File: config.mk
export PLATFORM = sky130hd
export DESIGN_NAME = rate_monotonic_task_scheduler
export DESIGN_NICKNAME = d
export VERILOG_FILES = /design/src/rtl/core/rmts_pkg.sv /design/src/rtl/core/rmts_div.sv /design/src/rtl/core/rate_monotonic_task_scheduler.sv
export VERILOG_INCLUDE_DIRS = /design/src /design/src/rtl/core
export SDC_FILE = /design/constraint.sdc
export NUM_CORES = 2
export LEC_CHECK = 0
export BUFFER_PORTS_ARGS = -buffer_cell sky130_fd_sc_hd__buf_4
export CORE_MARGIN = 10
export CORE_UTILIZATION = 45
export CTS_CLUSTER_SIZE = 8
export DETAILED_ROUTE_END_ITERATION = 12
export SETUP_SLACK_MARGIN = 0.3
export SYNTH_ARGS = -nofsm -noshare
export SYNTH_HDL_FRONTEND = slang
export SYNTH_SLANG_ARGS = --single-unit
File: constraint.sdc
create_clock -name clk -period 9.4 [get_ports clk]
set_input_delay 0.47 -clock clk [delete_from_list [all_inputs] [get_ports clk]]
set_output_delay 0.47 -clock clk [all_outputs]
set_load 0.02 [all_outputs]
File: src/rtl/core/rate_monotonic_task_scheduler_defines.svh
// Assertion macros for the rate monotonic task scheduler.
`ifndef RATE_MONOTONIC_TASK_SCHEDULER_DEFINES_SVH
`define RATE_MONOTONIC_TASK_SCHEDULER_DEFINES_SVH
`ifndef SYNTH
`define RMTS_ASSERT_NOW(label, clk, rst_n, a, c, msg) \
    label: assert property (@(posedge clk) disable iff (!rst_n) (a) |-> (c)) else $error(msg);
`define RMTS_ASSERT_NEXT(label, clk, rst_n, a, c, msg) \
    label: assert property (@(posedge clk) disable iff (!rst_n) (a) |=> (c)) else $error(msg);
`else
`define RMTS_ASSERT_NOW(label, clk, rst_n, a, c, msg)
`define RMTS_ASSERT_NEXT(label, clk, rst_n, a, c, msg)
`endif
`endif

File: src/rtl/core/rmts_pkg.sv
// Shared types and constants of the rate monotonic task scheduler.
`timescale 1ns / 1ps
package rmts_pkg;

    localparam int ID_W     = 22;
    localparam int PER_W    = 16;
    localparam int COMP_W   = 16;
    localparam int SHARE_W  = 17;
    localparam int TOTAL_W  = 21;
    localparam int TIME_W   = 48;
    localparam int LIMIT_W  = 10;
    localparam int DVD_W    = 32;
    localparam int STEP_W   = 5;

    localparam logic [SHARE_W-1:0] SHARE_MAX   = 17'h1FFFF;
    localparam logic [LIMIT_W-1:0] LIMIT_RESET = 10'd693;
    localparam logic [31:0]        UTIL_SCALE  = 32'd1000;

    typedef enum logic [1:0] {
        OP_REGISTER   = 2'd0,
        OP_YIELD      = 2'd1,
        OP_DEREGISTER = 2'd2,
        OP_TICK       = 2'd3
    } op_t;

    typedef enum logic [1:0] {
        MODE_SLEEP = 2'd0,
        MODE_READY = 2'd1,
        MODE_RUN   = 2'd2,
        MODE_NEW   = 2'd3
    } mode_t;

    localparam logic [1:0] ST_OK       = 2'd0;
    localparam logic [1:0] ST_REFUSED  = 2'd1;
    localparam logic [1:0] ST_NOTFOUND = 2'd2;
    localparam logic [1:0] ST_FULL     = 2'd3;

    typedef struct packed {
        logic [ID_W-1:0]    id;
        logic [PER_W-1:0]   period;
        logic [SHARE_W-1:0] share;
        logic [TIME_W-1:0]  deadline;
    } entry_t;

    typedef struct packed {
        logic             done;
        logic [DVD_W-1:0] quotient;
    } div_res_t;

endpackage

File: src/rtl/core/rmts_div.sv
// Restoring divider, one quotient bit per cycle, for task utilization.
`timescale 1ns / 1ps
module rmts_div (
    input  logic                            clk,
    input  logic                            rst_n,
    input  logic                            start,
    input  logic [rmts_pkg::DVD_W-1:0]      dividend,
    input  logic [rmts_pkg::PER_W-1:0]      divisor,
    output rmts_pkg::div_res_t              res
);
    import rmts_pkg::*;

    logic                busy_reg, busy_next;
    logic                done_reg, done_next;
    logic [STEP_W-1:0]   step_reg, step_next;
    logic [DVD_W-1:0]    quo_reg, quo_next;
    logic [PER_W-1:0]    rem_reg, rem_next;
    logic [PER_W-1:0]    dsr_reg, dsr_next;
    logic [PER_W:0]      trial;
    logic [PER_W:0]      diff;
    logic                ge;

    always_comb
    begin
        trial     = {rem_reg, quo_reg[DVD_W-1]};
        ge        = trial >= {1'b0, dsr_reg};
        diff      = trial - {1'b0, dsr_reg};
        busy_next = busy_reg;
        done_next = 1'b0;
        step_next = step_reg;
        quo_next  = quo_reg;
        rem_next  = rem_reg;
        dsr_next  = dsr_reg;
        if (start)
        begin
            busy_next = 1'b1;
            step_next = '0;
            quo_next  = dividend;
            rem_next  = '0;
            dsr_next  = divisor;
        end
        else if (busy_reg)
        begin
            quo_next  = {quo_reg[DVD_W-2:0], ge};
            rem_next  = ge ? diff[PER_W-1:0] : trial[PER_W-1:0];
            step_next = step_reg + 1'b1;
            if (step_reg == STEP_W'(DVD_W - 1))
            begin
                busy_next = 1'b0;
                done_next = 1'b1;
            end
        end
    end

    always_ff @(posedge clk or negedge rst_n)
    begin
        if (!rst_n)
        begin
            busy_reg <= 1'b0;
            done_reg <= 1'b0;
        end
        else
        begin
            busy_reg <= busy_next;
            done_reg <= done_next;
        end
    end

    always_ff @(posedge clk)
    begin
        step_reg <= step_next;
        quo_reg  <= quo_next;
        rem_reg  <= rem_next;
        dsr_reg  <= dsr_next;
    end

    assign res.done     = done_reg;
    assign res.quotient = quo_reg;

endmodule

File: src/rtl/core/rate_monotonic_task_scheduler.sv
// Top level of the rate monotonic task scheduler.
`timescale 1ns / 1ps
// Periodic task table with rate monotonic dispatch and utilization admission.
// One transaction is taken at a time; each gives exactly one result. Task
// entries live in a slot memory (one read, one write per cycle, registered
// read) plus a small mode memory; used bits sit in flip-flops. A register
// runs a free slot search over the used bits, then a 32-step divider for
// the share, then the admission multiply. Yield and tick make one pass over
// the slot memory to find the task or wake sleepers, then a second pass for
// dispatch (for tick only if a task woke), one slot per cycle. Deregister
// makes one pass to find the task. A result may wait on out_ready; the next
// transaction is taken once it has been loaded.
`include "rate_monotonic_task_scheduler_defines.svh"
module rate_monotonic_task_scheduler #(
    parameter int TASK_SLOTS = 16
) (
    input  logic                          clk,
    input  logic                          rst_n,
    input  logic                          in_valid,
    output logic                          in_ready,
    input  logic [1:0]                    operation,
    input  logic [rmts_pkg::ID_W-1:0]     task_id,
    input  logic [rmts_pkg::PER_W-1:0]    period,
    input  logic [rmts_pkg::COMP_W-1:0]   computation,
    output logic                          out_valid,
    input  logic                          out_ready,
    output logic [1:0]                    status,
    output logic                          running_valid,
    output logic [rmts_pkg::ID_W-1:0]     running_id,
    output logic                          switched,
    input  logic                          cfg_valid,
    output logic                          cfg_ready,
    input  logic [rmts_pkg::LIMIT_W-1:0]  cfg_data
);
    import rmts_pkg::*;

    localparam int IW = (TASK_SLOTS > 1) ? $clog2(TASK_SLOTS) : 1;
    localparam int CW = $clog2(TASK_SLOTS + 1);

    typedef enum logic [11:0] {
        S_IDLE   = 12'b000000000001,
        S_FREE   = 12'b000000000010,
        S_DIV    = 12'b000000000100,
        S_ADMIT  = 12'b000000001000,
        S_COMMIT = 12'b000000010000,
        S_FIND   = 12'b000000100000,
        S_UPDATE = 12'b000001000000,
        S_TICK   = 12'b000010000000,
        S_DISP   = 12'b000100000000,
        S_SWAP1  = 12'b001000000000,
        S_SWAP2  = 12'b010000000000,
        S_DONE   = 12'b100000000000
    } state_t;

    // slot memories
    entry_t info_mem [TASK_SLOTS];
    mode_t  mode_mem [TASK_SLOTS];
    entry_t rd_info;
    mode_t  rd_mode;
    logic [IW-1:0] rd_addr;
    logic          info_we;
    logic [IW-1:0] info_waddr;
    entry_t        info_wdata;
    logic          mode_we;
    logic [IW-1:0] mode_waddr;
    mode_t         mode_wdata;

    state_t               state_reg, state_next;
    logic [1:0]           op_reg, op_next;
    logic [ID_W-1:0]      id_reg, id_next;
    logic [PER_W-1:0]     per_reg, per_next;
    logic [COMP_W-1:0]    comp_reg, comp_next;
    logic [CW-1:0]        cnt_reg, cnt_next;
    logic                 pend_reg, pend_next;
    logic [IW-1:0]        pidx_reg, pidx_next;
    logic                 found_reg, found_next;
    logic [IW-1:0]        slot_reg, slot_next;
    entry_t               ent_reg, ent_next;
    mode_t                fmode_reg, fmode_next;
    logic                 bfound_reg, bfound_next;
    logic [IW-1:0]        best_reg, best_next;
    logic [PER_W-1:0]     bper_reg, bper_next;
    logic [ID_W-1:0]      bid_reg, bid_next;
    logic                 woke_reg, woke_next;
    logic [SHARE_W-1:0]   share_reg, share_next;
    logic [31:0]          prod_reg, prod_next;
    logic [TOTAL_W-1:0]   total_reg, total_next;
    logic [TASK_SLOTS-1:0] used_reg, used_next;
    logic                 rvalid_reg, rvalid_next;
    logic [IW-1:0]        rslot_reg, rslot_next;
    logic [ID_W-1:0]      rid_reg, rid_next;
    logic [TIME_W-1:0]    time_reg, time_next;
    logic [LIMIT_W-1:0]   limit_reg, limit_next;
    logic [1:0]           st_reg, st_next;
    logic                 sw_reg, sw_next;
    logic                 ovalid_reg, ovalid_next;
    logic [1:0]           ost_reg, ost_next;
    logic                 orv_reg, orv_next;
    logic [ID_W-1:0]      oid_reg, oid_next;
    logic                 osw_reg, osw_next;

    logic                 scan_issue;
    logic                 scan_end;
    logic [TOTAL_W:0]     sum;
    logic                 div_start;
    div_res_t             div_res;
    entry_t               upd;
    mode_t                upd_mode;

    rmts_div u_div (
        .clk      (clk),
        .rst_n    (rst_n),
        .start    (div_start),
        .dividend ({comp_reg, 16'b0}),
        .divisor  (per_reg),
        .res      (div_res)
    );

    always_ff @(posedge clk)
    begin
        rd_info <= info_mem[rd_addr];
        rd_mode <= mode_mem[rd_addr];
        if (info_we)
        begin
            info_mem[info_waddr] <= info_wdata;
        end
        if (mode_we)
        begin
            mode_mem[mode_waddr] <= mode_wdata;
        end
    end

    assign scan_issue = cnt_reg < CW'(TASK_SLOTS);
    assign scan_end   = !scan_issue && !pend_reg;
    assign rd_addr    = scan_issue ? cnt_reg[IW-1:0] : '0;
    assign sum        = (TOTAL_W+1)'(total_reg) + (TOTAL_W+1)'(share_reg);

    always_comb
    begin
        state_next  = state_reg;
        op_next     = op_reg;
        id_next     = id_reg;
        per_next    = per_reg;
        comp_next   = comp_reg;
        cnt_next    = cnt_reg;
        pend_next   = pend_reg;
        pidx_next   = pidx_reg;
        found_next  = found_reg;
        slot_next   = slot_reg;
        ent_next    = ent_reg;
        fmode_next  = fmode_reg;
        bfound_next = bfound_reg;
        best_next   = best_reg;
        bper_next   = bper_reg;
        bid_next    = bid_reg;
        woke_next   = woke_reg;
        share_next  = share_reg;
        prod_next   = prod_reg;
        total_next  = total_reg;
        used_next   = used_reg;
        rvalid_next = rvalid_reg;
        rslot_next  = rslot_reg;
        rid_next    = rid_reg;
        time_next   = time_reg;
        limit_next  = cfg_valid ? cfg_data : limit_reg;
        st_next     = st_reg;
        sw_next     = sw_reg;
        ovalid_next = ovalid_reg && !out_ready;
        ost_next    = ost_reg;
        orv_next    = orv_reg;
        oid_next    = oid_reg;
        osw_next    = osw_reg;
        div_start   = 1'b0;
        info_we     = 1'b0;
        info_waddr  = slot_reg;
        info_wdata  = ent_reg;
        mode_we     = 1'b0;
        mode_waddr  = slot_reg;
        mode_wdata  = MODE_READY;
        upd         = ent_reg;
        upd_mode    = fmode_reg;

        // memory scans: issue one read a cycle, handle its data the next
        if (state_reg == S_FIND || state_reg == S_TICK || state_reg == S_DISP)
        begin
            pend_next = scan_issue;
            pidx_next = rd_addr;
            if (scan_issue)
            begin
                cnt_next = cnt_reg + 1'b1;
            end
        end

        case (state_reg)
            S_IDLE:
            begin
                if (in_valid)
                begin
                    op_next     = operation;
                    id_next     = task_id;
                    per_next    = period;
                    comp_next   = computation;
                    st_next     = ST_OK;
                    sw_next     = 1'b0;
                    cnt_next    = '0;
                    pend_next   = 1'b0;
                    found_next  = 1'b0;
                    bfound_next = 1'b0;
                    woke_next   = 1'b0;
                    case (op_t'(operation))
                        OP_REGISTER:   state_next = S_FREE;
                        OP_YIELD:      state_next = S_FIND;
                        OP_DEREGISTER: state_next = S_FIND;
                        default:
                        begin
                            time_next  = time_reg + 1'b1;
                            state_next = S_TICK;
                        end
                    endcase
                end
            end
            S_FREE:
            begin
                if (scan_issue)
                begin
                    if (!used_reg[rd_addr])
                    begin
                        slot_next  = rd_addr;
                        div_start  = 1'b1;
                        state_next = S_DIV;
                    end
                    else
                    begin
                        cnt_next = cnt_reg + 1'b1;
                    end
                end
                else
                begin
                    st_next    = ST_FULL;
                    state_next = S_DONE;
                end
            end
            S_DIV:
            begin
                if (div_res.done)
                begin
                    share_next = (div_res.quotient[DVD_W-1:SHARE_W] != '0) ? SHARE_MAX
                                 : div_res.quotient[SHARE_W-1:0];
                    state_next = S_ADMIT;
                end
            end
            S_ADMIT:
            begin
                prod_next  = 32'(sum) * UTIL_SCALE;
                state_next = S_COMMIT;
            end
            S_COMMIT:
            begin
                if (prod_reg > (32'(limit_reg) << 16))
                begin
                    st_next = ST_REFUSED;
                end
                else
                begin
                    total_next          = sum[TOTAL_W-1:0];
                    used_next[slot_reg] = 1'b1;
                    info_we             = 1'b1;
                    info_wdata.id       = id_reg;
                    info_wdata.period   = per_reg;
                    info_wdata.share    = share_reg;
                    info_wdata.deadline = '0;
                    mode_we             = 1'b1;
                    mode_wdata          = MODE_NEW;
                end
                state_next = S_DONE;
            end
            S_FIND:
            begin
                if (pend_reg && used_reg[pidx_reg] && rd_info.id == id_reg && !found_reg)
                begin
                    found_next = 1'b1;
                    slot_next  = pidx_reg;
                    ent_next   = rd_info;
                    fmode_next = rd_mode;
                end
                if (scan_end)
                begin
                    if (!found_reg)
                    begin
                        st_next    = ST_NOTFOUND;
                        state_next = S_DONE;
                    end
                    else if (op_t'(op_reg) == OP_YIELD)
                    begin
                        state_next = S_UPDATE;
                    end
                    else
                    begin
                        if (rvalid_reg && rslot_reg == slot_reg)
                        begin
                            rvalid_next = 1'b0;
                        end
                        total_next = (total_reg >= TOTAL_W'(ent_reg.share))
                                     ? total_reg - TOTAL_W'(ent_reg.share) : '0;
                        used_next[slot_reg] = 1'b0;
                        state_next = S_DONE;
                    end
                end
            end
            S_UPDATE:
            begin
                if (fmode_reg == MODE_NEW)
                begin
                    upd.deadline = time_reg + TIME_W'(ent_reg.period);
                    upd_mode     = MODE_READY;
                end
                else
                begin
                    if (time_reg < ent_reg.deadline)
                    begin
                        upd_mode = MODE_SLEEP;
                        if (rvalid_reg && rslot_reg == slot_reg)
                        begin
                            rvalid_next = 1'b0;
                        end
                    end
                    upd.deadline = ent_reg.deadline + TIME_W'(ent_reg.period);
                end
                info_we    = 1'b1;
                info_wdata = upd;
                mode_we    = 1'b1;
                mode_wdata = upd_mode;
                cnt_next   = '0;
                pend_next  = 1'b0;
                state_next = S_DISP;
            end
            S_TICK:
            begin
                if (pend_reg && used_reg[pidx_reg] && rd_mode == MODE_SLEEP &&
                    (rd_info.deadline - TIME_W'(rd_info.period)) <= time_reg)
                begin
                    mode_we    = 1'b1;
                    mode_waddr = pidx_reg;
                    mode_wdata = MODE_READY;
                    woke_next  = 1'b1;
                end
                if (scan_end)
                begin
                    cnt_next   = '0;
                    state_next = woke_reg ? S_DISP : S_DONE;
                end
            end
            S_DISP:
            begin
                if (pend_reg && used_reg[pidx_reg] &&
                    (rd_mode == MODE_READY || rd_mode == MODE_RUN) &&
                    (!bfound_reg || rd_info.period < bper_reg))
                begin
                    bfound_next = 1'b1;
                    best_next   = pidx_reg;
                    bper_next   = rd_info.period;
                    bid_next    = rd_info.id;
                end
                if (scan_end)
                begin
                    if (!bfound_reg || (rvalid_reg && rslot_reg == best_reg))
                    begin
                        state_next = S_DONE;
                    end
                    else
                    begin
                        state_next = S_SWAP1;
                    end
                end
            end
            S_SWAP1:
            begin
                // a valid running task is always in run mode
                mode_we    = rvalid_reg;
                mode_waddr = rslot_reg;
                mode_wdata = MODE_READY;
                state_next = S_SWAP2;
            end
            S_SWAP2:
            begin
                mode_we     = 1'b1;
                mode_waddr  = best_reg;
                mode_wdata  = MODE_RUN;
                rslot_next  = best_reg;
                rvalid_next = 1'b1;
                rid_next    = bid_reg;
                sw_next     = 1'b1;
                state_next  = S_DONE;
            end
            S_DONE:
            begin
                if (!ovalid_reg || out_ready)
                begin
                    ovalid_next = 1'b1;
                    ost_next    = st_reg;
                    orv_next    = rvalid_reg;
                    oid_next    = rvalid_reg ? rid_reg : '0;
                    osw_next    = sw_reg;
                    state_next  = S_IDLE;
                end
            end
            default:
            begin
                state_next = S_IDLE;
            end
        endcase
    end

    always_ff @(posedge clk or negedge rst_n)
    begin
        if (!rst_n)
        begin
            state_reg  <= S_IDLE;
            used_reg   <= '0;
            rvalid_reg <= 1'b0;
            total_reg  <= '0;
            time_reg   <= '0;
            limit_reg  <= LIMIT_RESET;
            ovalid_reg <= 1'b0;
            pend_reg   <= 1'b0;
        end
        else
        begin
            state_reg  <= state_next;
            used_reg   <= used_next;
            rvalid_reg <= rvalid_next;
            total_reg  <= total_next;
            time_reg   <= time_next;
            limit_reg  <= limit_next;
            ovalid_reg <= ovalid_next;
            pend_reg   <= pend_next;
        end
    end

    always_ff @(posedge clk)
    begin
        op_reg     <= op_next;
        id_reg     <= id_next;
        per_reg    <= per_next;
        comp_reg   <= comp_next;
        cnt_reg    <= cnt_next;
        pidx_reg   <= pidx_next;
        found_reg  <= found_next;
        slot_reg   <= slot_next;
        ent_reg    <= ent_next;
        fmode_reg  <= fmode_next;
        bfound_reg <= bfound_next;
        best_reg   <= best_next;
        bper_reg   <= bper_next;
        bid_reg    <= bid_next;
        woke_reg   <= woke_next;
        share_reg  <= share_next;
        prod_reg   <= prod_next;
        rslot_reg  <= rslot_next;
        rid_reg    <= rid_next;
        st_reg     <= st_next;
        sw_reg     <= sw_next;
        ost_reg    <= ost_next;
        orv_reg    <= orv_next;
        oid_reg    <= oid_next;
        osw_reg    <= osw_next;
    end

    assign in_ready      = state_reg == S_IDLE;
    assign cfg_ready     = 1'b1;
    assign out_valid     = ovalid_reg;
    assign status        = ost_reg;
    assign running_valid = orv_reg;
    assign running_id    = oid_reg;
    assign switched      = osw_reg;

    `RMTS_ASSERT_NEXT(a_busy_after_accept, clk, rst_n, in_valid && in_ready, !in_ready, "accepted while busy")
    `RMTS_ASSERT_NOW(a_switch_has_runner, clk, rst_n, out_valid && switched, running_valid, "switch without runner")
    `RMTS_ASSERT_NOW(a_runner_used, clk, rst_n, rvalid_reg, used_reg[rslot_reg], "running slot not in use")
    `RMTS_ASSERT_NOW(a_notfound_no_switch, clk, rst_n, out_valid && status == ST_NOTFOUND, !switched, "switch on unknown task")

endmodule
Word level (Yosys, flattened, before mapping)
Memory sizes are Yosys's and may differ from the RTL's. A register that Yosys moved wholly into a read port is not among the register bits.
Index checks and enable logic that the tools add are counted.
{"block": "word_totals", "reg_bits": 501, "latchBits": 0, "ramBits": 1680, "romBits": 0, "input_bits": 71, "output_inout_bits": 29, "memories": 2}
{"memory": "info_mem", "words": 16, "width": 103, "read_ports": 1, "rd_ports_with_merged_regs": 1, "wr": 1, "line_no": "rate_monotonic_task_scheduler.sv:56", "rtl": "entry_t info_mem [TASK_SLOTS];"}
{"memory": "mode_mem", "words": 16, "width": 2, "read_ports": 1, "rd_ports_with_merged_regs": 1, "wr": 1, "line_no": "rate_monotonic_task_scheduler.sv:57", "rtl": "mode_t mode_mem [TASK_SLOTS];"}
{"block": "op_classes", "addsub": 9, "n_mul": 1, "div": 0, "n_lt_le_gt_ge": 11, "n_eq_ne": 42, "shifts": 0, "n_mux": 98, "bitwise": 4, "reduce_logical": 55}
{"cell": "case mux 103 bit (2 select lines)", "count": 1}
{"cell": "2-to-1 mux 12 bit", "count": 12}
{"cell": "case mux 12 bit (11 select lines)", "count": 1}
{"cell": "2-to-1 mux 21 bit", "count": 5}
{"cell": "2-to-1 mux 103 bit", "count": 1}
{"cell": "adder 48 x 16 -> 48 bit", "count": 2}
{"cell": "2-to-1 mux 16 bit", "count": 5}
{"cell": "2-to-1 mux 32 bit", "count": 2}
{"cell": "adder 48 x 1 -> 48 bit (second input constant)", "count": 1}
{"cell": "<= comparator 48 bit", "count": 1}
{"cell": "< comparator 48 bit", "count": 1}
{"cell": "2-to-1 mux 48 bit", "count": 1}
{"cell": "subtractor 48 x 16 -> 48 bit", "count": 1}
{"cell": "case mux 21 bit (2 select lines)", "count": 1}
{"cell": "> comparator 32 x 26 -> 1 bit", "count": 1}
{"cell": "2-to-1 mux 1 bit", "count": 32}
{"cell": "case mux 16 bit (2 select lines)", "count": 1}
{"cell": "2-to-1 mux 5 bit", "count": 6}
{"cell": "inequality test 2 bit (second input constant)", "count": 15}
{"cell": "multiplier 22 x 7 -> 29 bit (second input constant)", "count": 1}
{"cell": "adder 21 x 17 -> 22 bit", "count": 1}
{"cell": "equality test 22 bit", "count": 1}
{"cell": ">= comparator 21 x 17 -> 1 bit", "count": 1}
{"cell": "subtractor 21 x 17 -> 21 bit", "count": 1}
{"cell": "58 further kinds", "count": 125}

Depth between registers and ports, before layout
{"block": "logic_depth", "depth_word": 10, "mapped_depth": 29, "depth_no_buf": 29}

By module
Synthesis repeated with hierarchy kept, for this count alone.
{"block": "hier_totals", "cells_unflattened": 5800, "area_unflattened_um2": 98408.1}
{"module": "rate_monotonic_task_scheduler", "n_inst": 1, "cells_per_inst": 5479, "area_per_inst_um2": 94707.1, "seq_area_each_um2": 64871.0}
{"module": "rmts_div", "n_inst": 1, "cells_per_inst": 321, "area_per_inst_um2": 3701.0, "seq_area_each_um2": 1911.8}

Worst setup path before layout
Ideal clock, no wire load.
{"block": "synth_timing", "path_kind": "reg-to-reg", "startpoint": "register limit_reg[7]", "endpoint": "memory info_mem[12][0] in the netlist's numbering, enable pin", "setup_time_ns": 0.566, "t_arrival_ns": 6.792, "required_time_ns": 8.834, "path_slack_ns": 2.042, "path_stages_with_launch": 12, "n_path_buf": 1, "period_less_slack_ns": 7.358, "cell_sequence": "dfstp_2 > inv_1 > ha_1 > nand4_1 > or3_1 > or3_1 > o21ai_0 > nand3b_1 > nand2_1 > clkbuf_1 > nand3_1 > nor2_1"}
{"block": "synth_via", "elab_chain_cells": 5}
{"item": "from (decl)", "line_no": "rate_monotonic_task_scheduler.sv:93", "rtl": "logic [LIMIT_W-1:0] limit_reg, limit_next;"}
{"item": "from (signal assigned)", "line_no": "rate_monotonic_task_scheduler.sv:434", "rtl": "limit_reg <= limit_next;"}
{"item": "> comparator 32 x 26 -> 1 bit", "line_no": "rate_monotonic_task_scheduler.sv:259", "rtl": "if (prod_reg > (32'(limit_reg) << 16))"}
{"item": "2-to-1 mux 1 bit", "line_no": "rate_monotonic_task_scheduler.sv:259"}
{"item": "case mux 1 bit (2 select lines)", "line_no": "rate_monotonic_task_scheduler.sv:194", "rtl": "case (state_reg)"}
{"item": "2-to-1 mux 1 bit", "line_no": "rate_monotonic_task_scheduler.sv:123", "rtl": "if (info_we)"}
{"item": "2-to-1 mux 1 bit (not written as such)", "line_no": "rate_monotonic_task_scheduler.sv:125", "rtl": "info_mem[info_waddr] <= info_wdata;"}
{"item": "to (decl)", "line_no": "rate_monotonic_task_scheduler.sv:56"}
Every way passes these cells.

Final worst setup path
{"block": "layout_timing", "startpoint": "register share_reg[0]", "endpoint": "register prod_reg[31] (data pin)"}
{"block": "layout_via", "elab_chain_cells": 2}
{"item": "from (decl)", "line_no": "rate_monotonic_task_scheduler.sv:85", "rtl": "logic [SHARE_W-1:0] share_reg, share_next;"}
{"item": "from (signal assigned)", "line_no": "rate_monotonic_task_scheduler.sv:457", "rtl": "share_reg <= share_next;"}
{"item": "adder 21 x 17 -> 22 bit", "line_no": "rate_monotonic_task_scheduler.sv:136", "rtl": "assign sum = (TOTAL_W+1)'(total_reg) + (TOTAL_W+1)'(share_reg);"}
{"item": "multiplier 22 x 7 -> 29 bit", "line_no": "rate_monotonic_task_scheduler.sv:254", "rtl": "prod_next = 32'(sum) * UTIL_SCALE;"}
{"item": "to (signal assigned)", "line_no": "rate_monotonic_task_scheduler.sv:458", "rtl": "prod_reg <= prod_next;"}
{"item": "to (decl)", "line_no": "rate_monotonic_task_scheduler.sv:86", "rtl": "logic [31:0] prod_reg, prod_next;"}
Every way passes these cells.
A chain may end at the register's enable or synchronous reset.

==> flow_summary_export.csv <==
group,metric,value,unit
outcome,status,"finished clean",
floorplanning,num_rows,171,
floorplanning,dieArea,237000,µm²
sta,min_period,8.10,ns
setup_path,crit_type,"register to register",
finish,syn2layout_area_growth,15.6,%
route,drt-pass1-iter-count,6,
sta,timing.final.crit_share,86.2,%
placed_design,placed_area,103000,µm²
clocking,htreeDepth,5,
yosys,dominantRegCellSynth,"edfxtp_1",
setup_path,cp.arrival,8.75,ns
sta,fmax,123,MHz
yosys,yosysTopAreaCell,"edfxtp_1",
clocking,cts_resized,0,
finish,layout_commonest_cell,"edfxtp_1",
power,powerDensity,249,nW/µm²
yosys,synth_edf_count,2027,
yosys,ys_seq_area_share,68.1,%
sta,hold_viol,0,
sta,whs,0.197,ns
clocking,cts_tree,"yes",
power,p_sw_share,26.4,%
yosys,async_flop_share,4.90,%
global_routing,grt_overflow,0,
global_routing,grt_pass1_wl,362000,µm
clocking,clock_sinks,2286,
setup_path,critical_path_peak_fanout,5,
finish,largest_reg_flops,1648,
placed_design,io_buffers,98,
setup_path,start_kind,"register",
clocking,cts-root-buf,"clkbuf_16",
finish,final_cell_area,113000,µm²
yosys,synth_area_per_cell,17.2,µm²
setup_path,slowest_stage,"a2111oi_0",
power,power.switching,7.43,mW
floorplanning,core-area,217000,µm²
sta,finClkSkew,0.0999,ns
yosys,netlist_area,97900,µm²
setup_path,critical_path.startpoint,"share_reg[0]$_SDFFCE_PP1P_",
placed_design,place.detailed.hpwl,139000,µm
sta,relSlewSlack,14.1,%
clocking,clock_path_buffers,4,
route,drc_errors,0,
yosys,synth.distinct_cells,101,
power,power.share.combinational,18.9,%
setup_path,max_stage_delay,1.10,ns
global_routing,first_global_vias,55298,
worst_hold_path,min_path_type,"input pin to asynchronous set/reset pin",
floorplanning,die_w,486,µm
power,p_int,20.7,mW
placed_design,preCtsSetupSlack,1.33,ns
setup_path,endpoint_kind,"register",
sta,setup_ws,1.30,ns
yosys,synth.ff_latch_count,2286,
power,p_clk_share,38.8,%
yosys,synth.net_count,6125,
clocking,clock_latency,0.97,ns
setup_path,worstRegToRegCells,28,
clocking,clk_pin_slew,0.05,ns
setup_path,cp.required,10.05,ns
global_routing,grt_max_degree,104,
global_routing,track_usage,20.3,%
power,pwr-share-seq,42.3,%
power,ir_drop,209,µV
placed_design,place.gp.congestion,0.846,
route,wire_per_inst,26.1,µm
sta,fin_setup_tns,0,ns
sta,rsz0062_at_grt,"false",
finish,drive_gt1_share,19.8,%
yosys,yosysWarningCount,0,
yosys,postSynthCellCount,5694,
route,wl,242000,µm
route,via_per_inst,5.76,
route,ant_nets,0,
power,leakage,38.0,nW
finish,nets,6576,
clocking,cts_buffers,336,
finish,layout_common_cells,"edfxtp_1, mux4_2, inv_1",
sta,worstMarginPinSlew,1.26,ns
global_routing,antenna_found_initial,2,
yosys,yosys-top-cells-area,"edfxtp_1, mux4_2, ha_1",
route,first_iter_violations,4739,
flow_run,maxCapViolations,0,
yosys,yosysTopAreaCellShare,62.2,%
floorplanning,die_h,486,µm
sta,setup-violations-final,0,
route,vias,53272,
sta,slew_violations,0,
floorplanning,io_pins,100,
setup_path,r2r-start,"share_reg[0]$_SDFFCE_PP1P_",
floorplanning,start_util,45.1,%
[area by class of cell]
class / count / area (µm²)
flip-flops and latches: 2286 / 66600
clock inverters: 10 / 110
well taps: 2854 / 3570
diodes: 1 / 2.50
fillers: 17341 / 104000
clock buffers: 573 / 9450
repair buffers: 329 / 2750
inverters: 354 / 1330
multi-input cells: 2838 / 29300
[what timing repair did]
action | 4_1_cts | 5_1_grt
setup endpoints to repair | 0 | 0
hold endpoints to repair | 115 | 0
hold buffers | 88 | 0
setup buffers | 0 | 0
[power groups by stage]
stage,Clock (mW),Sequential (mW),Combinational (mW)
2_1_floorplan,0,11.9,4.12
3_3_place_gp,0,12.1,5.27
3_5_place_dp,0,12.1,5.32
4_1_cts,11.1,11.9,5.39
5_1_grt,11.6,11.9,5.95
6_report,10.9,11.9,5.31
[synth_stat cells, types with 47 or more instances]
cell and count:
a21o_1 67, a21oi_1 136, buf_1 47, clkbuf_1 151, dfrtp_1 105, dfxtp_1 147
edfxtp_1 2027, fa_1 83, ha_1 277, inv_1 351, mux4_2 534, nand2_1 283
nand3_1 104, nand4_1 47, nor2_1 204, nor3_1 101, o21ai_0 184, xnor2_1 161
xor2_1 70
[per-layer routing]
metal	global-route usage (%)	vias to the layer above	share of wire, %
li1	-	23233	-
met1	27.5	27927	42
met2	33.8	1693	49
met3	3.40	419	5.9
met4	5.84	0	2.6
met5	0	-	0
[critical path: cells and delay by family, from the launching register on]
family	cells	cell delay (ns)
AO/OA/AOI/OAI	9	2.58
buffers and inverters	4	0.40
adder cells (fa/ha/maj)	7	2.68
flip-flops	1	0.35
AND/OR/NAND/NOR	6	1.17
XOR/XNOR	2	0.65
[through the flow]
| step | utilization, % | std cells | total power [mW] |
|---|---|---|---|
| final | 52.2 | 9245 | 28.2 |
| after global routing | 52.2 | 9245 | 29.5 |
| after CTS | 52.2 | 9244 | 28.4 |
| after detailed placement | 47.4 | 8573 | 17.4 |
| after global placement | 47.4 | 8573 | 17.4 |
| after floorplan | - | 5694 | 16.0 |
[path summary, 6_finish.rpt]
| check | endpoint | slack (ns) |
|---|---|---|
| max | prod_reg[31]$_DFFE_PP_ | 1.30 |
| min | limit_reg[3]$_DFFE_PN0P_ | 0.20 |
| min in group clk | per_reg[4]$_DFFE_PP_ | 0.24 |
| min reg2reg | ent_reg[56]$_DFFE_PP_ | 0.40 |
| max in group asynchronous | time_reg[25]$_DFFE_PN0P_ | 7.77 |
| max reg2reg | prod_reg[31]$_DFFE_PP_ | 1.30 |
[cells by family after synthesis]
family / share of synthesized area, %
AO/OA/AOI/OAI: 4.32
XOR/XNOR: 2.07
adder cells (fa/ha/maj): 5.24
buffers and inverters: 2.23
flip-flops: 68.1
multiplexers: 12.9
other: 0.00383
AND/OR/NAND/NOR: 5.13
Power figures use the tool's default switching activity.
